`src/rtl/core/mpia_pkg.sv`:
```
// ============================================================================
// mpia_pkg
// Shared types and constants of the multi-pool index allocator.
// ============================================================================
`default_nettype none

package mpia_pkg;

    localparam int POOL_COUNT = 5;
    localparam int POOL_W     = 3;   // width of the pool selector
    localparam int IDX_W      = 14;  // slot and release index width
    localparam int CFG_W      = 15;  // widest capacity register
    localparam int CNT_W      = 15;  // bump counter width
    localparam int CMP_W      = 17;  // holds any slot count up to 65536

    // capacity register widths and reset values, one per pool
    localparam int CAP_WIDTH [POOL_COUNT] = '{15, 11, 14, 11, 10};
    localparam int CAP_RESET [POOL_COUNT] = '{16384, 1024, 8192, 1024, 512};

    typedef enum logic [0:0] {
        FUNC_ALLOC   = 1'b0,
        FUNC_RELEASE = 1'b1
    } func_t;

    typedef enum logic [1:0] {
        ST_OK        = 2'd0,
        ST_EXHAUSTED = 2'd1,
        ST_DROPPED   = 2'd2
    } status_t;

    typedef enum logic [2:0] {
        OP_POP,
        OP_PUSH,
        OP_BUMP,
        OP_EXHAUST,
        OP_DROP
    } op_t;

    typedef enum logic [1:0] {
        S_IDLE,
        S_EXEC,
        S_DELIVER
    } state_t;

    // per-pool status
    typedef struct packed {
        logic pop_ok;
        logic push_ok;
        logic bump_ok;
    } pool_stat_t;

    // datapath to controller
    typedef struct packed {
        func_t func;
        logic  pool_ok;
        logic  pop_ok;
        logic  push_ok;
        logic  bump_ok;
    } dp_stat_t;

    // controller to datapath
    typedef struct packed {
        logic load_req;
        logic exec;
        op_t  op;
        logic load_out;
    } dp_cmd_t;

endpackage

`default_nettype wire

```
`src/rtl/core/mpia_ctrl.sv`:
```
// ============================================================================
// mpia_ctrl
// Request sequencer: accept, execute on the selected pool, deliver.
// ============================================================================
`default_nettype none

module mpia_ctrl (
    input  wire logic          clk,
    input  wire logic          rst_n,
    input  wire logic          in_valid,
    output logic               in_ready,
    output logic               out_valid,
    input  wire logic          out_ready,
    input  mpia_pkg::dp_stat_t stat,
    output mpia_pkg::dp_cmd_t  cmd
);

    mpia_pkg::state_t state_reg;
    mpia_pkg::state_t state_next;
    logic             out_valid_reg;
    logic             out_valid_next;

    always_ff @(posedge clk or negedge rst_n)
    begin
        if (!rst_n)
        begin
            state_reg     <= mpia_pkg::S_IDLE;
            out_valid_reg <= 1'b0;
        end
        else
        begin
            state_reg     <= state_next;
            out_valid_reg <= out_valid_next;
        end
    end

    always_comb
    begin
        state_next   = state_reg;
        cmd.load_req = 1'b0;
        cmd.exec     = 1'b0;
        cmd.op       = mpia_pkg::OP_EXHAUST;
        cmd.load_out = 1'b0;
        in_ready     = 1'b0;

        // decide the operation from the selected pool's status
        priority if (!stat.pool_ok)
        begin
            cmd.op = (stat.func == mpia_pkg::FUNC_RELEASE) ? mpia_pkg::OP_DROP
                                                            : mpia_pkg::OP_EXHAUST;
        end
        else if (stat.func == mpia_pkg::FUNC_ALLOC)
        begin
            cmd.op = stat.pop_ok  ? mpia_pkg::OP_POP  :
                     stat.bump_ok ? mpia_pkg::OP_BUMP : mpia_pkg::OP_EXHAUST;
        end
        else
        begin
            cmd.op = stat.push_ok ? mpia_pkg::OP_PUSH : mpia_pkg::OP_DROP;
        end

        unique case (state_reg)
            mpia_pkg::S_IDLE:
            begin
                in_ready = 1'b1;
                if (in_valid)
                begin
                    cmd.load_req = 1'b1;
                    state_next   = mpia_pkg::S_EXEC;
                end
            end
            mpia_pkg::S_EXEC:
            begin
                cmd.exec   = 1'b1;
                state_next = mpia_pkg::S_DELIVER;
            end
            mpia_pkg::S_DELIVER:
            begin
                // wait for the output register to free up
                if (!out_valid_reg || out_ready)
                begin
                    cmd.load_out = 1'b1;
                    state_next   = mpia_pkg::S_IDLE;
                end
            end
            default:
            begin
                state_next = mpia_pkg::S_IDLE;
            end
        endcase

        if (cmd.load_out)
        begin
            out_valid_next = 1'b1;
        end
        else if (out_ready)
        begin
            out_valid_next = 1'b0;
        end
        else
        begin
            out_valid_next = out_valid_reg;
        end
    end

    assign out_valid = out_valid_reg;

endmodule

`default_nettype wire

```
`config.mk`:
```
export PLATFORM = sky130hd
export DESIGN_NAME = mpia_ctrl
export DESIGN_NICKNAME = d
export VERILOG_FILES = /design/src/rtl/core/mpia_pkg.sv /design/src/rtl/core/mpia_ctrl.sv
export SDC_FILE = /design/constraint.sdc
export NUM_CORES = 1
export LEC_CHECK = 0
export BUFFER_PORTS_ARGS = -buffer_cell sky130_fd_sc_hd__buf_2
export CAP_MARGIN = 20
export CORE_AREA = 2 2 39 41
export CTS_BUF_LIST = sky130_fd_sc_hd__clkbuf_4
export DETAILED_ROUTE_END_ITERATION = 10
export DIE_AREA = 0 0 41 43
export GPL_TIMING_DRIVEN = 1
export PLACE_DENSITY = 0.45
export SETUP_SLACK_MARGIN = 0.05
export SLEW_MARGIN = 10
export SYNTH_ARGS = -nofsm -noshare
export SYNTH_HDL_FRONTEND = slang
export SYNTH_SLANG_ARGS = --single-unit
```
`constraint.sdc`:
```
create_clock -name clk -period 1.88 [get_ports clk]
set_input_delay 0.094 -clock clk [delete_from_list [all_inputs] [get_ports clk]]
set_output_delay 0.094 -clock clk [all_outputs]
set_load 0.005 [all_outputs]
```
==> results.md <==
- Wire per inst: 7.09 um
- Outcome: complete, no violations
- Pwr Density: 1090 nW/um2
- Worst EP arrival: 1.00 ns
- Layout net count: 48
- H-tree level count: 1
- Final TNS setup: 0 ns
- Slew headroom: 90.1%
- Clock transition at the registers of the reported paths: 0.04 ns
- Final WL: 383 um
- Post-synthesis adder-cell area fraction: 0%
- Diode count: 0
- Via density: 3.35
- Hold WC Path Type: in -> reg
- ANT nets after route: 0
- Initial Utilization: 11.8%
- Overall Global Routing Usage: 6.04%
- Top post-synthesis cells by area: dfrtp_1 46%, and2_1 7.6%, nand2b_1 7.6%
- Hpwl dp: 303 um
- WP buf/inv: 1
- Clk_lat worst skew: 0.23 ns
- Max-cap check violation count: 0
- Total grt overflow: 0
- Required @ worst endpoint: 1.79 ns
- Minimum clock period after layout: 1.10 ns
- Fin crit share: 58.3%
- Initial DRT Pass Iterations: 2
- Most frequent cells in the layout: 16 x buf_2, 4 x clkbuf_4, 3 x dfrtp_1
- Cell count after synthesis: 18
- Total die area: 1760 um2
- Largest family of logic cells by synthesized area: simple AND/OR/NAND/NOR gates
- Chip Height: 43 um
- Post-Synth Simple-Gate Area: 31.3%
- Max frequency: 0.913 GHz
- Initial detailed-routing violation count: 3
- CTS Sinks: 3
- Vias: 181
- Total CTS buffers: 3
- Syn-to-layout area delta: 80.9%
- Core ar.: 1380 um2
- Crit-path leading delay family: flip-flops
- Pleak: 0.164 nW
- DRC: 0
- CP max stage delay: 0.37 ns
- Worst Tran Pin Value: 0.148 ns
- Post-Syn Nets: 27
- Root buffer cell: clkbuf_4
- Number of I/O pins: 17
- Largest net degree at the start of global routing: 4
- Critical path class: reg -> out
- CP Capture Type: primary output
- YS warnings: 0
- Portion of netlist area occupied by mux cells: 0%
- Fin cells: 54
- Worst-path cell chain: nand2b_1 > nor2b_1 > buf_2
- Commonest non-fill, non-tap cell in the layout: buf_2
- WHS: 0.0884 ns
- #FFs+latches synth: 3
- CTS tree: done
- Synth top area share: 45.8%
- Max FFs per register: 2
- First-pass GRT wire length: 579 um
- Post-CTS Setup Inserts: 0
- Post-layout util: 21.4%
- Post-synthesis compound-gate area fraction: 16.0%
- Setup Viol. Count Final: 0
- CTS Buffer Depth: 2
- XOR/XNOR share of the synthesized area: 0%
- Worst path slowest cell: dfrtp_1
- Row count: 14
- Initial antenna violation count: 0
- Placed Cells: 49
- Worst VDD drop: 0.000225 V
- Die extent in x: 41 um
- Register area share after synthesis: 45.8%
- Layout cells sized above 1: 52.6%
- Vias in the first global route: 155
- Worst-path maximum fanout: 3
- Synth unique cells: 13
- Gp weighted congestion: 0.505
- CP Launch Type: register
- Yosys top cell by area: dfrtp_1
- Post-Syn Area: 164 um2
- Fin. Hold Viols: 0
- R2r setup slk: 1.10 ns
- Syn_area_per_cell: 9.11 um2
- Fin. max-slew vios: 0
- Clk_skew: 0.00187 ns
- IO Port Bufs: 16
- RSZ-0062 raised after global routing: false
[cells by family after synthesis]
| family | Yosys count |
|---|---|
| compound gates | 4 |
| flops | 3 |
| buf+inv | 2 |
| simple gates | 9 |
[final cells by class]
class	count	area, um2
tap	16	20.0
fill	154	1090
clock buffer	4	30.0
multi-input combinational	13	77.6
sequential	3	75.1
timing repair buffer	17	90.1
inverter	1	3.75
[per-layer routing]
| layer | share of wire (%) | vias to the layer above | track usage (%) |
|---|---|---|---|
| met5 | 0 | - | 0 |
| met4 | 6.0 | 0 | 10.0 |
| met3 | 15 | 4 | 4.71 |
| met2 | 38 | 11 | 7.19 |
| met1 | 40 | 70 | 4.21 |
| li1 | - | 96 | - |
[final timing paths]
path,start,to,depth (start not counted)
min in group asynchronous,rst_n,out_valid,2
max reg2reg,state_reg[0],state_reg[1],2
max in group asynchronous,rst_n,state_reg[0],2
min reg2reg,out_valid,out_valid,2
max,state_reg[0],cmd[0],3
min,in_valid,state_reg[0],2
[report_power, final]
part           internal, mW  switching, mW  leakage, nW  total [mW]
sequential           0.0854         0.0108       0.0384      0.0963
combinational        0.0546         0.0447        0.107      0.0994
clock                0.0940         0.0349       0.0184       0.129
total                 0.234         0.0905        0.164       0.325
[worst reg2reg max path, cell delays in order, from the launching register on]
cell and delay [ns]:
dfrtp_1 0.37, nor2b_1 0.14, o21bai_1 0.15
[cells in the mapped netlist]
| master | instances |
|---|---|
| nor2_1 | 1 |
| and2_1 | 2 |
| o21bai_1 | 1 |
| a31oi_1 | 1 |
| nand2_1 | 1 |
| inv_1 | 1 |
| dfrtp_1 | 3 |
| nor2b_1 | 2 |
| a21boi_1 | 1 |
| a21oi_1 | 1 |
| or2_0 | 1 |
| buf_4 | 1 |
| nand2b_1 | 2 |
[repair_timing]
item	in CTS	in global routing
hold buffers	1	0
resized for setup	0	0
endpoints found under the hold margin	3	0
[stage by stage]
step | cell area [um2] | setup slack (ns) | power, mW
after CTS | 297 | 0.778 | 0.331
after floorplan | 164 | 1.06 | 0.153
final | 297 | 0.784 | 0.325
after detailed placement | 256 | 1.03 | 0.196
after global placement | 256 | 1.01 | 0.197
after global routing | 297 | 0.691 | 0.357
(Power assumes the default switching activity.)
